[src/sv/bpcf_pkg.sv]
`timescale 1ns / 1ps
package bpcf_pkg;

  localparam int RAW_W   = 24;
  localparam int COEF_W  = 16;
  localparam int P_W     = 18;
  localparam int Q_W     = 26;
  localparam int MUL_W   = 60;
  localparam int DIV_W   = 35;
  localparam int DEN_W   = 8;
  localparam int CNT_W   = 6;
  localparam int DT_W    = 25;
  localparam int OFF_W   = 37;
  localparam int SENS_W  = 36;
  localparam int DIFF_W  = 27;
  localparam int MAG_W   = 12;
  localparam int ADQ_W   = 9;

  localparam logic [P_W-1:0] P_MAX    = 18'h3FFFF;
  localparam logic [Q_W-1:0] SLOW_MAX = 26'h3FFFFFF;

  localparam logic [DEN_W-1:0] SLOW_DEN  = 8'd200;
  localparam logic [DEN_W-1:0] ADJ_DEN   = 8'd6;
  localparam logic [DIV_W-1:0] SLOW_KEEP = 35'd197;
  localparam logic [DIV_W-1:0] SLOW_GAIN = 35'd3;
  localparam logic [DIV_W-1:0] SLOW_RND  = 35'd100;
  localparam int               DIFF_CLAMP = 2048;
  localparam int               DIFF_DEAD  = 256;

  localparam int ADJ_BITS = 12;
  localparam int C4_BITS  = 16;
  localparam int D1_BITS  = 24;

  // register indexes on the configuration port
  localparam logic [2:0] REG_SENS      = 3'd0;
  localparam logic [2:0] REG_OFFSET    = 3'd1;
  localparam logic [2:0] REG_SENS_TEMP = 3'd2;
  localparam logic [2:0] REG_OFF_TEMP  = 3'd3;
  localparam logic [2:0] REG_REF_TEMP  = 3'd4;

  typedef enum logic [4:0] {
    ST_IDLE,
    ST_TDIV,
    ST_DT,
    ST_MOFF,
    ST_OFF,
    ST_MSENS,
    ST_SENS,
    ST_MP,
    ST_PRES,
    ST_PSUM,
    ST_FDIV,
    ST_SLOW,
    ST_SDIV,
    ST_ADJ,
    ST_ADIV,
    ST_FIN,
    ST_OUT
  } state_t;

endpackage

[src/sv/bpcf_ram.sv]
`timescale 1ns / 1ps
module bpcf_ram #(
  parameter int WIDTH = 18,
  parameter int DEPTH = 20
) (
  input  logic                                  clk,
  input  logic                                  we,
  input  logic [(DEPTH > 1 ? $clog2(DEPTH) : 1)-1:0] waddr,
  input  logic [WIDTH-1:0]                      wdata,
  input  logic [(DEPTH > 1 ? $clog2(DEPTH) : 1)-1:0] raddr,
  output logic [WIDTH-1:0]                      rdata
);

  logic [WIDTH-1:0] mem [DEPTH];

  always_ff @(posedge clk) begin
    if (we) begin
      mem[waddr] <= wdata;
    end
    rdata <= mem[raddr];
  end

endmodule

[src/sv/baro_pressure_compensate_filter.sv]
`timescale 1ns / 1ps
// One shared shift-add multiplier (one multiplier bit per cycle) and one restoring divider
//   (one quotient bit per cycle) carry all the steps; the adjust divide is skipped when
//   slow and fast lie within 1 Pa.
// Throughput: one item at a time; the next item is taken once the result has entered the
//   output register, which waits while a stalled earlier result still holds it. Pressure
//   items skip the temperature divide. Reset (rst_n, synchronous): clears the state, sums,
//   ring positions, ring valid bits and the temperature ring.
module baro_pressure_compensate_filter #(
  parameter int TEMP_TAPS     = 5,
  parameter int PRESSURE_TAPS = 20
) (
  input  logic        clk,
  input  logic        rst_n,
  input  logic        in_valid,
  output logic        in_stall,
  input  logic        in_op,
  input  logic [23:0] in_raw_reading,
  output logic        out_valid,
  input  logic        out_stall,
  output logic [17:0] out_compensated_pressure,
  output logic [25:0] out_fast_pressure,
  output logic [25:0] out_filtered_pressure,
  input  logic        cfg_psel,
  input  logic        cfg_penable,
  input  logic        cfg_pwrite,
  input  logic [4:0]  cfg_paddr,
  input  logic [31:0] cfg_pwdata,
  output logic [31:0] cfg_prdata,
  output logic        cfg_pready
);

  localparam int TAW = (TEMP_TAPS > 1) ? $clog2(TEMP_TAPS) : 1;
  localparam int PAW = (PRESSURE_TAPS > 1) ? $clog2(PRESSURE_TAPS) : 1;
  localparam int TSW = bpcf_pkg::RAW_W + $clog2(TEMP_TAPS);
  localparam int PSW = bpcf_pkg::P_W + $clog2(PRESSURE_TAPS);
  localparam int FNW = PSW + 8;
  localparam logic [TAW-1:0] TLAST = TAW'(TEMP_TAPS - 1);
  localparam logic [PAW-1:0] PLAST = PAW'(PRESSURE_TAPS - 1);
  localparam logic [bpcf_pkg::DEN_W-1:0] TDEN = bpcf_pkg::DEN_W'(TEMP_TAPS);
  localparam logic [bpcf_pkg::DEN_W-1:0] PDEN = bpcf_pkg::DEN_W'(PRESSURE_TAPS);

  // configuration
  logic [15:0] c1_r, c2_r, c3_r, c4_r, c5_r;
  logic        cfg_wr;
  logic [2:0]  cfg_idx;

  assign cfg_pready = 1'b1;
  assign cfg_idx    = cfg_paddr[4:2];
  assign cfg_wr     = cfg_psel & cfg_penable & cfg_pwrite;

  always_ff @(posedge clk) begin
    if (!rst_n) begin
      c1_r <= '0;
      c2_r <= '0;
      c3_r <= '0;
      c4_r <= '0;
      c5_r <= '0;
    end else if (cfg_wr) begin
      unique case (cfg_idx)
        bpcf_pkg::REG_SENS:      c1_r <= cfg_pwdata[15:0];
        bpcf_pkg::REG_OFFSET:    c2_r <= cfg_pwdata[15:0];
        bpcf_pkg::REG_SENS_TEMP: c3_r <= cfg_pwdata[15:0];
        bpcf_pkg::REG_OFF_TEMP:  c4_r <= cfg_pwdata[15:0];
        bpcf_pkg::REG_REF_TEMP:  c5_r <= cfg_pwdata[15:0];
        default: ;
      endcase
    end
  end

  always_comb begin
    unique case (cfg_idx)
      bpcf_pkg::REG_SENS:      cfg_prdata = {16'd0, c1_r};
      bpcf_pkg::REG_OFFSET:    cfg_prdata = {16'd0, c2_r};
      bpcf_pkg::REG_SENS_TEMP: cfg_prdata = {16'd0, c3_r};
      bpcf_pkg::REG_OFF_TEMP:  cfg_prdata = {16'd0, c4_r};
      bpcf_pkg::REG_REF_TEMP:  cfg_prdata = {16'd0, c5_r};
      default:                 cfg_prdata = '0;
    endcase
  end

  // state
  bpcf_pkg::state_t state_r, state_nxt;

  logic [23:0]          tring_r [TEMP_TAPS];
  logic [23:0]          tring_wdata;
  logic                 tring_we;
  logic [TAW-1:0]       tpos_r, tpos_nxt;
  logic [TSW-1:0]       tsum_r, tsum_nxt;
  logic [23:0]          avg_r, avg_nxt;
  logic [23:0]          d1_r, d1_nxt;
  logic [PAW-1:0]       ppos_r, ppos_nxt;
  logic [PSW-1:0]       psum_r, psum_nxt;
  logic [PRESSURE_TAPS-1:0] pvalid_r, pvalid_nxt;
  logic [25:0]          slow_r, slow_nxt;

  // shared multiplier
  logic signed [bpcf_pkg::MUL_W-1:0] acc_r, acc_nxt, mcand_r, mcand_nxt;
  logic [23:0]          mplier_r, mplier_nxt;
  logic [bpcf_pkg::CNT_W-1:0] cnt_r, cnt_nxt;

  // shared divider
  logic [bpcf_pkg::DIV_W-1:0] dv_r, dv_nxt;
  logic [bpcf_pkg::DEN_W-1:0] rem_r, rem_nxt, den_r, den_nxt;

  // step results
  logic signed [bpcf_pkg::DT_W-1:0]   dt_r, dt_nxt;
  logic signed [bpcf_pkg::OFF_W-1:0]  off_r, off_nxt;
  logic [17:0]          pc_r, pc_nxt;
  logic [25:0]          fast_r, fast_nxt;
  logic [25:0]          slowq_r, slowq_nxt;
  logic                 neg_r, neg_nxt;

  logic                 ovalid_r, ovalid_nxt;
  logic [17:0]          opc_r, opc_nxt;
  logic [25:0]          ofast_r, ofast_nxt;
  logic [25:0]          oslow_r, oslow_nxt;

  // RAM port
  logic                 pr_we;
  logic [17:0]          pr_rdata;

  bpcf_ram #(
    .WIDTH (bpcf_pkg::P_W),
    .DEPTH (PRESSURE_TAPS)
  ) u_pring (
    .clk   (clk),
    .we    (pr_we),
    .waddr (ppos_r),
    .wdata (pc_r),
    .raddr (ppos_r),
    .rdata (pr_rdata)
  );

  logic accept;
  assign accept    = in_valid & ~in_stall;
  assign in_stall  = (state_r != bpcf_pkg::ST_IDLE);
  assign out_valid = ovalid_r;
  assign out_compensated_pressure = opc_r;
  assign out_fast_pressure        = ofast_r;
  assign out_filtered_pressure    = oslow_r;

  always_comb begin
    logic [bpcf_pkg::DEN_W:0]           r2;
    logic                               ge;
    logic signed [bpcf_pkg::SENS_W-1:0] sens;
    logic signed [39:0]                 ptmp;
    logic signed [24:0]                 pval;
    logic [17:0]                        pold;
    logic [TSW-1:0]                     tsum_new;
    logic [PSW-1:0]                     psum_new;
    logic signed [bpcf_pkg::DIFF_W-1:0] diff;
    logic [bpcf_pkg::MAG_W-1:0]         mag;
    logic signed [27:0]                 snew;

    state_nxt   = state_r;
    tpos_nxt    = tpos_r;
    tsum_nxt    = tsum_r;
    avg_nxt     = avg_r;
    d1_nxt      = d1_r;
    ppos_nxt    = ppos_r;
    psum_nxt    = psum_r;
    pvalid_nxt  = pvalid_r;
    slow_nxt    = slow_r;
    acc_nxt     = acc_r;
    mcand_nxt   = mcand_r;
    mplier_nxt  = mplier_r;
    cnt_nxt     = cnt_r;
    dv_nxt      = dv_r;
    rem_nxt     = rem_r;
    den_nxt     = den_r;
    dt_nxt      = dt_r;
    off_nxt     = off_r;
    pc_nxt      = pc_r;
    fast_nxt    = fast_r;
    slowq_nxt   = slowq_r;
    neg_nxt     = neg_r;
    ovalid_nxt  = ovalid_r & out_stall;
    opc_nxt     = opc_r;
    ofast_nxt   = ofast_r;
    oslow_nxt   = oslow_r;
    tring_we    = 1'b0;
    tring_wdata = in_raw_reading;
    pr_we       = 1'b0;

    // one restoring-division step
    r2 = {rem_r, dv_r[bpcf_pkg::DIV_W-1]};
    ge = (r2 >= {1'b0, den_r});
    sens = '0;
    ptmp = '0;
    pval = '0;
    pold = pvalid_r[ppos_r] ? pr_rdata : 18'd0;
    tsum_new = tsum_r - TSW'(tring_r[tpos_r]) + TSW'(in_raw_reading);
    psum_new = psum_r - PSW'(pold) + PSW'(pc_r);
    diff = $signed({1'b0, slowq_r}) - $signed({1'b0, fast_r});
    mag = '0;
    snew = '0;

    unique case (state_r)
      bpcf_pkg::ST_IDLE: begin
        if (accept) begin
          if (!in_op) begin
            tring_we = 1'b1;
            tsum_nxt = tsum_new;
            tpos_nxt = (tpos_r == TLAST) ? '0 : tpos_r + 1'b1;
            dv_nxt   = bpcf_pkg::DIV_W'(tsum_new) << (bpcf_pkg::DIV_W - TSW);
            rem_nxt  = '0;
            den_nxt  = TDEN;
            cnt_nxt  = bpcf_pkg::CNT_W'(TSW);
            state_nxt = bpcf_pkg::ST_TDIV;
          end else begin
            d1_nxt    = in_raw_reading;
            state_nxt = bpcf_pkg::ST_DT;
          end
        end
      end
      bpcf_pkg::ST_TDIV, bpcf_pkg::ST_FDIV, bpcf_pkg::ST_SDIV, bpcf_pkg::ST_ADIV: begin
        rem_nxt = ge ? bpcf_pkg::DEN_W'(r2 - {1'b0, den_r}) : r2[bpcf_pkg::DEN_W-1:0];
        dv_nxt  = {dv_r[bpcf_pkg::DIV_W-2:0], ge};
        cnt_nxt = cnt_r - 1'b1;
        if (cnt_r == bpcf_pkg::CNT_W'(1)) begin
          priority case (state_r)
            bpcf_pkg::ST_TDIV: begin
              avg_nxt   = dv_nxt[23:0];
              state_nxt = bpcf_pkg::ST_DT;
            end
            bpcf_pkg::ST_FDIV: begin
              fast_nxt  = dv_nxt[25:0];
              state_nxt = bpcf_pkg::ST_SLOW;
            end
            bpcf_pkg::ST_SDIV: begin
              slowq_nxt = dv_nxt[25:0];
              state_nxt = bpcf_pkg::ST_ADJ;
            end
            default: begin
              state_nxt = bpcf_pkg::ST_FIN;
            end
          endcase
        end
      end
      bpcf_pkg::ST_DT: begin
        dt_nxt     = $signed({1'b0, avg_r}) - $signed({1'b0, c5_r, 8'd0});
        acc_nxt    = '0;
        mcand_nxt  = bpcf_pkg::MUL_W'(dt_nxt);
        mplier_nxt = {8'd0, c4_r};
        cnt_nxt    = bpcf_pkg::CNT_W'(bpcf_pkg::C4_BITS);
        state_nxt  = bpcf_pkg::ST_MOFF;
      end
      bpcf_pkg::ST_MOFF, bpcf_pkg::ST_MSENS, bpcf_pkg::ST_MP: begin
        // one multiplier bit: add, then advance
        if (mplier_r[0]) begin
          acc_nxt = acc_r + mcand_r;
        end
        mcand_nxt  = mcand_r <<< 1;
        mplier_nxt = mplier_r >> 1;
        cnt_nxt    = cnt_r - 1'b1;
        if (cnt_r == bpcf_pkg::CNT_W'(1)) begin
          priority case (state_r)
            bpcf_pkg::ST_MOFF:  state_nxt = bpcf_pkg::ST_OFF;
            bpcf_pkg::ST_MSENS: state_nxt = bpcf_pkg::ST_SENS;
            default:            state_nxt = bpcf_pkg::ST_PRES;
          endcase
        end
      end
      bpcf_pkg::ST_OFF: begin
        off_nxt = $signed({5'd0, c2_r, 16'd0}) + bpcf_pkg::OFF_W'(acc_r >>> 7);
        acc_nxt    = '0;
        mcand_nxt  = bpcf_pkg::MUL_W'(dt_r);
        mplier_nxt = {8'd0, c3_r};
        cnt_nxt    = bpcf_pkg::CNT_W'(bpcf_pkg::C4_BITS);
        state_nxt  = bpcf_pkg::ST_MSENS;
      end
      bpcf_pkg::ST_SENS: begin
        sens = $signed({5'd0, c1_r, 15'd0}) + bpcf_pkg::SENS_W'(acc_r >>> 8);
        acc_nxt    = '0;
        mcand_nxt  = bpcf_pkg::MUL_W'(sens);
        mplier_nxt = d1_r;
        cnt_nxt    = bpcf_pkg::CNT_W'(bpcf_pkg::D1_BITS);
        state_nxt  = bpcf_pkg::ST_MP;
      end
      bpcf_pkg::ST_PRES: begin
        ptmp = 40'(acc_r >>> 21) - 40'(off_r);
        pval = 25'(ptmp >>> 15);
        if (pval < 0) begin
          pc_nxt = '0;
        end else if (pval > $signed({7'd0, bpcf_pkg::P_MAX})) begin
          pc_nxt = bpcf_pkg::P_MAX;
        end else begin
          pc_nxt = pval[17:0];
        end
        state_nxt = bpcf_pkg::ST_PSUM;
      end
      bpcf_pkg::ST_PSUM: begin
        pr_we              = 1'b1;
        pvalid_nxt[ppos_r] = 1'b1;
        psum_nxt  = psum_new;
        ppos_nxt  = (ppos_r == PLAST) ? '0 : ppos_r + 1'b1;
        dv_nxt    = bpcf_pkg::DIV_W'({psum_new, 8'd0}) << (bpcf_pkg::DIV_W - FNW);
        rem_nxt   = '0;
        den_nxt   = PDEN;
        cnt_nxt   = bpcf_pkg::CNT_W'(FNW);
        state_nxt = bpcf_pkg::ST_FDIV;
      end
      bpcf_pkg::ST_SLOW: begin
        dv_nxt = bpcf_pkg::DIV_W'(slow_r) * bpcf_pkg::SLOW_KEEP
               + bpcf_pkg::DIV_W'(fast_r) * bpcf_pkg::SLOW_GAIN + bpcf_pkg::SLOW_RND;
        rem_nxt   = '0;
        den_nxt   = bpcf_pkg::SLOW_DEN;
        cnt_nxt   = bpcf_pkg::CNT_W'(bpcf_pkg::DIV_W);
        state_nxt = bpcf_pkg::ST_SDIV;
      end
      bpcf_pkg::ST_ADJ: begin
        // clamp to +-8 Pa, pull slow only outside the dead band
        if (diff > bpcf_pkg::DIFF_W'(bpcf_pkg::DIFF_CLAMP)) begin
          diff = bpcf_pkg::DIFF_W'(bpcf_pkg::DIFF_CLAMP);
        end else if (diff < -bpcf_pkg::DIFF_W'(bpcf_pkg::DIFF_CLAMP)) begin
          diff = -bpcf_pkg::DIFF_W'(bpcf_pkg::DIFF_CLAMP);
        end
        mag     = diff[bpcf_pkg::DIFF_W-1] ? bpcf_pkg::MAG_W'(-diff) : bpcf_pkg::MAG_W'(diff);
        neg_nxt = diff[bpcf_pkg::DIFF_W-1];
        rem_nxt = '0;
        den_nxt = bpcf_pkg::ADJ_DEN;
        cnt_nxt = bpcf_pkg::CNT_W'(bpcf_pkg::ADJ_BITS);
        if (mag > bpcf_pkg::MAG_W'(bpcf_pkg::DIFF_DEAD)) begin
          dv_nxt    = bpcf_pkg::DIV_W'(mag) << (bpcf_pkg::DIV_W - bpcf_pkg::ADJ_BITS);
          state_nxt = bpcf_pkg::ST_ADIV;
        end else begin
          dv_nxt    = '0;
          state_nxt = bpcf_pkg::ST_FIN;
        end
      end
      bpcf_pkg::ST_FIN: begin
        if (neg_r) begin
          snew = $signed({2'd0, slowq_r}) + $signed({19'd0, dv_r[bpcf_pkg::ADQ_W-1:0]});
        end else begin
          snew = $signed({2'd0, slowq_r}) - $signed({19'd0, dv_r[bpcf_pkg::ADQ_W-1:0]});
        end
        if (snew < 0) begin
          slow_nxt = '0;
        end else if (snew > $signed({2'd0, bpcf_pkg::SLOW_MAX})) begin
          slow_nxt = bpcf_pkg::SLOW_MAX;
        end else begin
          slow_nxt = snew[25:0];
        end
        state_nxt = bpcf_pkg::ST_OUT;
      end
      bpcf_pkg::ST_OUT: begin
        // hold until the output register is free
        if (!ovalid_r || !out_stall) begin
          ovalid_nxt = 1'b1;
          opc_nxt    = pc_r;
          ofast_nxt  = fast_r;
          oslow_nxt  = slow_r;
          state_nxt  = bpcf_pkg::ST_IDLE;
        end
      end
      default: begin
        state_nxt = bpcf_pkg::ST_IDLE;
      end
    endcase
  end

  always_ff @(posedge clk) begin
    if (!rst_n) begin
      state_r  <= bpcf_pkg::ST_IDLE;
      tpos_r   <= '0;
      tsum_r   <= '0;
      avg_r    <= '0;
      d1_r     <= '0;
      ppos_r   <= '0;
      psum_r   <= '0;
      pvalid_r <= '0;
      slow_r   <= '0;
      ovalid_r <= 1'b0;
    end else begin
      state_r  <= state_nxt;
      tpos_r   <= tpos_nxt;
      tsum_r   <= tsum_nxt;
      avg_r    <= avg_nxt;
      d1_r     <= d1_nxt;
      ppos_r   <= ppos_nxt;
      psum_r   <= psum_nxt;
      pvalid_r <= pvalid_nxt;
      slow_r   <= slow_nxt;
      ovalid_r <= ovalid_nxt;
    end
  end

  always_ff @(posedge clk) begin
    if (!rst_n) begin
      for (int i = 0; i < TEMP_TAPS; i++) begin
        tring_r[i] <= '0;
      end
    end else if (tring_we) begin
      tring_r[tpos_r] <= tring_wdata;
    end
  end

  always_ff @(posedge clk) begin
    acc_r    <= acc_nxt;
    mcand_r  <= mcand_nxt;
    mplier_r <= mplier_nxt;
    cnt_r    <= cnt_nxt;
    dv_r     <= dv_nxt;
    rem_r    <= rem_nxt;
    den_r    <= den_nxt;
    dt_r     <= dt_nxt;
    off_r    <= off_nxt;
    pc_r     <= pc_nxt;
    fast_r   <= fast_nxt;
    slowq_r  <= slowq_nxt;
    neg_r    <= neg_nxt;
    opc_r    <= opc_nxt;
    ofast_r  <= ofast_nxt;
    oslow_r  <= oslow_nxt;
  end

`ifndef SYNTHESIS
  a_busy_after_accept: assert property (@(posedge clk) disable iff (!rst_n)
    accept |=> in_stall)
    else $error("item accepted but block not busy");

  a_temp_goes_to_divide: assert property (@(posedge clk) disable iff (!rst_n)
    accept && !in_op |=> state_r == bpcf_pkg::ST_TDIV)
    else $error("temperature item skipped the average divide");

  a_result_from_out_step: assert property (@(posedge clk) disable iff (!rst_n)
    $rose(ovalid_r) |-> $past(state_r == bpcf_pkg::ST_OUT))
    else $error("result appeared outside the output step");

  a_ppos_range: assert property (@(posedge clk) disable iff (!rst_n)
    state_r == bpcf_pkg::ST_PSUM |-> ppos_r <= PLAST)
    else $error("pressure ring position out of range");

  a_tpos_range: assert property (@(posedge clk) disable iff (!rst_n)
    accept |-> tpos_r <= TLAST)
    else $error("temperature ring position out of range");
`endif

endmodule
[config.mk]
export PLATFORM = sky130hd
export DESIGN_NAME = baro_pressure_compensate_filter
export DESIGN_NICKNAME = d
export VERILOG_FILES = /design/src/sv/bpcf_pkg.sv /design/src/sv/bpcf_ram.sv /design/src/sv/baro_pressure_compensate_filter.sv
export SDC_FILE = /design/constraint.sdc
export NUM_CORES = 2
export LEC_CHECK = 0
export BUFFER_PORTS_ARGS = -buffer_cell sky130_fd_sc_hd__buf_2
export CAP_MARGIN = 40
export CORE_MARGIN = 2
export CORE_UTILIZATION = 62
export DETAILED_ROUTE_END_ITERATION = 12
export PLACE_DENSITY = 0.91
export SYNTH_ARGS = -nofsm -noshare
export SYNTH_HDL_FRONTEND = slang
export SYNTH_HIERARCHICAL = 1
export SYNTH_SLANG_ARGS = --single-unit
[constraint.sdc]
create_clock -name clk -period 12.1 [get_ports clk]
set_input_delay 1.21 -clock clk [delete_from_list [all_inputs] [get_ports clk]]
set_output_delay 1.21 -clock clk [all_outputs]
set_load 0.02 [all_outputs]
==> impl.org <==
** Outcome
- The flow ran to the end, and the final reports show no timing, DRC or antenna violations.

** Die
- Die Footprint :: 108000 sq um
- Top-Level Pins :: roughly 170
- Die Span Y :: between 300 and 400 um
- The total area inside the core boundary comes to roughly 100000 sq um.
- For this configuration, the core starts out at a cell density of 0.627.
- In this run the horizontal extent of the chip is ~330 um.
- Row count :: about 120

** Detailed routing
- Final routed wirelength across all metal layers :: about 180 mm
- Via count :: 49019
- Using the TritonRoute via totals, the vias-per-cell ratio works out to between 6 and 7.
- After detailed routing, the average wire length per cell comes to about 25 um.
- DRT iter0 DRCs :: 7006
- Total DRC errors in the routed layout :: 0
- Antenna viol nets, final :: 0
- Number of detailed-route iterations in the first pass :: 9

** Synth
- Synth Instances :: approximately 5700
- Of the post-synthesis cell area, the dominant cell type holds 0.440.
- The most common cell in the synthesized netlist is sky130_fd_sc_hd__edfxtp_1.
- Commonest cells post-synth :: sky130_fd_sc_hd__edfxtp_1, sky130_fd_sc_hd__nand2_1, sky130_fd_sc_hd__a21oi_1
- Counting distinct cell types in the post-synthesis netlist gives 98.
- The most used flip-flop cell after synthesis is sky130_fd_sc_hd__edfxtp_1.
- After synthesis, the share of flip-flops with an asynchronous set or reset is 0.
- After synthesis, the mean cell area works out to between 10 and 15 sq um.
- Counting flops with a built-in enable in the synthesized netlist gives 953.
- By area the synthesized netlist is led by sky130_fd_sc_hd__edfxtp_1, sky130_fd_sc_hd__dfxtp_1, sky130_fd_sc_hd__ha_1, sky130_fd_sc_hd__fa_1, sky130_fd_sc_hd__nand2_1.
- Number of warning messages in the yosys log :: 6
- Sequential area share after synthesis :: 0.519
- The largest total area in the synthesized netlist belongs to sky130_fd_sc_hd__edfxtp_1.
- Synthesis inferred 1212 register bits.
- After synthesis the cells add up to 65100 sq um.

** Clock tree
- H-Tree Level Count :: 3
- Max Buffers Root-to-Sink :: 3
- Clock network latency to the later pin of the worst-skew pair :: roughly 760 ps
- Number of buffers created by CTS :: ~120
- TritonCTS built the clock tree.
- Setup bufs post-CTS :: 0
- Clock-pin slew on the worst setup and hold paths :: 70 ps
- Total number of clock tree sinks :: roughly 1200
- Clk root buf :: sky130_fd_sc_hd__clkbuf_16
- The number of hold buffers added after CTS was 0.
- Number of cells upsized or downsized after cts :: 0

** Critical path
- Along the worst path, the maximum fanout reaches 20.
- Register-to-register path setup slack :: ~4500 ps
- The worst register-to-register path has a depth of 24.
- In this run the critical register-to-register path is launched from fast_r[4].
- The most critical setup path has its startpoint at fast_r[4].
- STA classifies the critical path startpoint as a register.
- The endpoint identified for the worst register-to-register timing path is dv_r[31].
- Critical path class :: register to register
- Capture point of the critical path :: dv_r[31]
- Capturing element type of the critical path :: register
- Required time of the worst setup path :: roughly 13000 ps
- Critical Path AT :: ~8200 ps

** Min path
- The path class of the tightest hold or removal check is register to register.

** Pwr
- Leakage power summed over all cells :: around 27 nW
- Of the total power, combinational logic draws 0.332.
- Power per unit of standard cell area :: between 200 and 250 nW/um^2
- Of the total power, registers draw 0.395.
- Clock share of power :: 0.273
- Of the total power, the share spent switching nets is 0.359.
- Worst IR drop on VDD :: approximately 0.00017 V
- Internal cell power :: roughly 0.0095 W
- For this design the total switching power over the nets is ~0.0053 W.

** Place
- The count of buffers added on input and output ports is 138.
- Post-place instance area :: 67600 sq um
- Counting tap cells, the placed design contains a total of between 7000 and 8000 instances.
- At the end of routability-driven placement, the weighted congestion stood at roughly 1.
- Detailed placement ended at an HPWL of 120 mm.

** Layout
- Fraction of layout cells with a size suffix above 1 :: 0.108
- Once layout is complete, the utilization of the core stands at 0.693.
- Area growth, synth to finish :: 10.5%
- Post-route cell area :: approximately 72000 sq um
- Net total in the final layout :: approximately 6400
- Final cell count without fillers :: about 7300

** GRT
- Total global-route track usage :: 0.337
- The initial antenna violation count came to 10.
- Global-route wire length before repair :: 279 mm
- GRT Residual Overflow :: 0
- Pin count of the biggest net entering global routing :: 81
- The number of global-route vias before repair came to ~48000.

** Job
- The tool flagged a number of max-cap violations equal to 0.

** STA
- Setup violations remaining at the end of the flow were counted as 0.
- Setup TNS after final layout :: 0 ps
- Of the available clock period, the critical path in the final layout requires 0.632.
- The clock period could shrink to ~7600 ps.
- For this run, the top clock speed supported by timing is roughly 0.13 GHz.
- Clock skew on the completed layout was measured at ~51 ps.
- Fin. Hold Viols :: 0
- Slew headroom :: 0.327
- For the pin with the worst max-slew slack, the measured transition is ~980 ps.
- Slew Viols, Final :: 0
- Setup repair after global routing missed its margin :: false
worst min-delay path by stage:
stage / from / endpoint / cells after the start
final: avg_r[5] / dt_r[5] / 0
after floorplan: fast_r[5] / out_fast_pressure[5] / 0
after detailed placement: fast_r[5] / out_fast_pressure[5] / 0
after global routing: avg_r[5] / dt_r[5] / 0
after global placement: d1_r[23] / d1_r[23] / 2
after CTS: d1_r[19] / d1_r[19] / 2
worst max-delay path, cell delays in order (launching register included):
cell and delay (ps):
sky130_fd_sc_hd__edfxtp_1 400, sky130_fd_sc_hd__inv_1 120, sky130_fd_sc_hd__ha_1 510, sky130_fd_sc_hd__nand4_1 210, sky130_fd_sc_hd__a2111oi_4 500, sky130_fd_sc_hd__nor2_2 180
sky130_fd_sc_hd__o21bai_1 250, sky130_fd_sc_hd__xor2_1 520, sky130_fd_sc_hd__nand3_1 170, sky130_fd_sc_hd__nor3_1 180, sky130_fd_sc_hd__nand4_1 110, sky130_fd_sc_hd__nor3_1 280
sky130_fd_sc_hd__nand4_1 240, sky130_fd_sc_hd__ha_1 730, sky130_fd_sc_hd__nor2_1 230, sky130_fd_sc_hd__nand2_1 120, sky130_fd_sc_hd__ha_1 310, sky130_fd_sc_hd__nor2_1 120
sky130_fd_sc_hd__o21a_1 150, sky130_fd_sc_hd__nor4b_1 730, sky130_fd_sc_hd__nand3_1 180, sky130_fd_sc_hd__or3_4 430, sky130_fd_sc_hd__a21oi_4 260, sky130_fd_sc_hd__nor3b_1 120
sky130_fd_sc_hd__o32a_1 340
stage by stage:
step	hold WS, ps	total power [W]	worst slack (ps)
4_1_cts	457	0.0147	4710
3_5_place_dp	442	0.0106	4750
6_report	451	0.0149	4460
2_1_floorplan	426	0.00917	2760
3_3_place_gp	440	0.0103	4880
5_1_grt	466	0.0154	4080
placed cells by master (no fill, tap or decap), types with 71 or more instances in the layout:
cell	synthesis	routed
sky130_fd_sc_hd__edfxtp_1	953	953
sky130_fd_sc_hd__nand2_1	623	622
sky130_fd_sc_hd__a21oi_1	434	432
sky130_fd_sc_hd__inv_1	407	406
sky130_fd_sc_hd__ha_1	352	352
sky130_fd_sc_hd__nor2_1	350	341
sky130_fd_sc_hd__dfxtp_1	259	256
sky130_fd_sc_hd__o21ai_0	197	196
sky130_fd_sc_hd__mux2i_1	153	153
sky130_fd_sc_hd__fa_1	140	140
sky130_fd_sc_hd__xnor2_1	138	138
sky130_fd_sc_hd__buf_2	15	138
sky130_fd_sc_hd__clkbuf_16	0	130
sky130_fd_sc_hd__xor2_1	95	95
sky130_fd_sc_hd__buf_4	29	84
sky130_fd_sc_hd__nor3_1	80	78
sky130_fd_sc_hd__nand3_1	77	76
sky130_fd_sc_hd__and2_1	75	75
sky130_fd_sc_hd__mux4_2	73	73
sky130_fd_sc_hd__a21o_1	72	72
sky130_fd_sc_hd__nor2b_1	71	71
layout make-up:
cell class / count / area, sq um
multi-input combinational: 3859 / 28800
clock buffer: 164 / 3530
antenna: 6 / 15.0
timing repair buffer: 242 / 1770
tap: 1380 / 1730
inverter: 407 / 1530
clock inverter: 66 / 806
fill: 6653 / 31800
sequential: 1212 / 33800
power by group through the flow:
stage / sequential (W) / clock, W / combinational (W)
after floorplan: 0.00577 / 0 / 0.00339
after global placement: 0.00590 / 0 / 0.00437
after detailed placement: 0.00592 / 0 / 0.00465
after CTS: 0.00584 / 0.00406 / 0.00476
after global routing: 0.00590 / 0.00422 / 0.00532
final: 0.00587 / 0.00406 / 0.00494
per-layer routing:
layer / GRT usage / share of wire
met1: 0.439 / 0.36
met2: 0.531 / 0.46
met3: 0.0729 / 0.12
met4: 0.179 / 0.060
met5: 0.00532 / 0.00053
flip-flops by register name, summed over array words and instances, names as in the netlist, 20 cells and up, named ones only:
name                   count
fast_r                    26
u_pring/mem              360
pvalid_r                  20
d1_r                      24
mcand_r                   60
dv_r                      35
out_fast_pressure         26
acc_r                     60
out_filtered_pressure     26
avg_r                     24
psum_r                    23
off_r                     37
tsum_r                    27
slowq_r                   26
slow_r                    26
mplier_r                  24
tring_r                  192
dt_r                      25
kinds of logic after synthesis:
group / count (synthesis) / synth area share
simple gates: 1581 / 0.114
xor+xnor: 233 / 0.0314
mux: 266 / 0.0557
fa+ha+maj: 492 / 0.111
compound gates: 1270 / 0.127
buf+inv: 671 / 0.0416
other cells: 2 / 0.000115
flops: 1212 / 0.519
(Power assumes the default switching activity.)
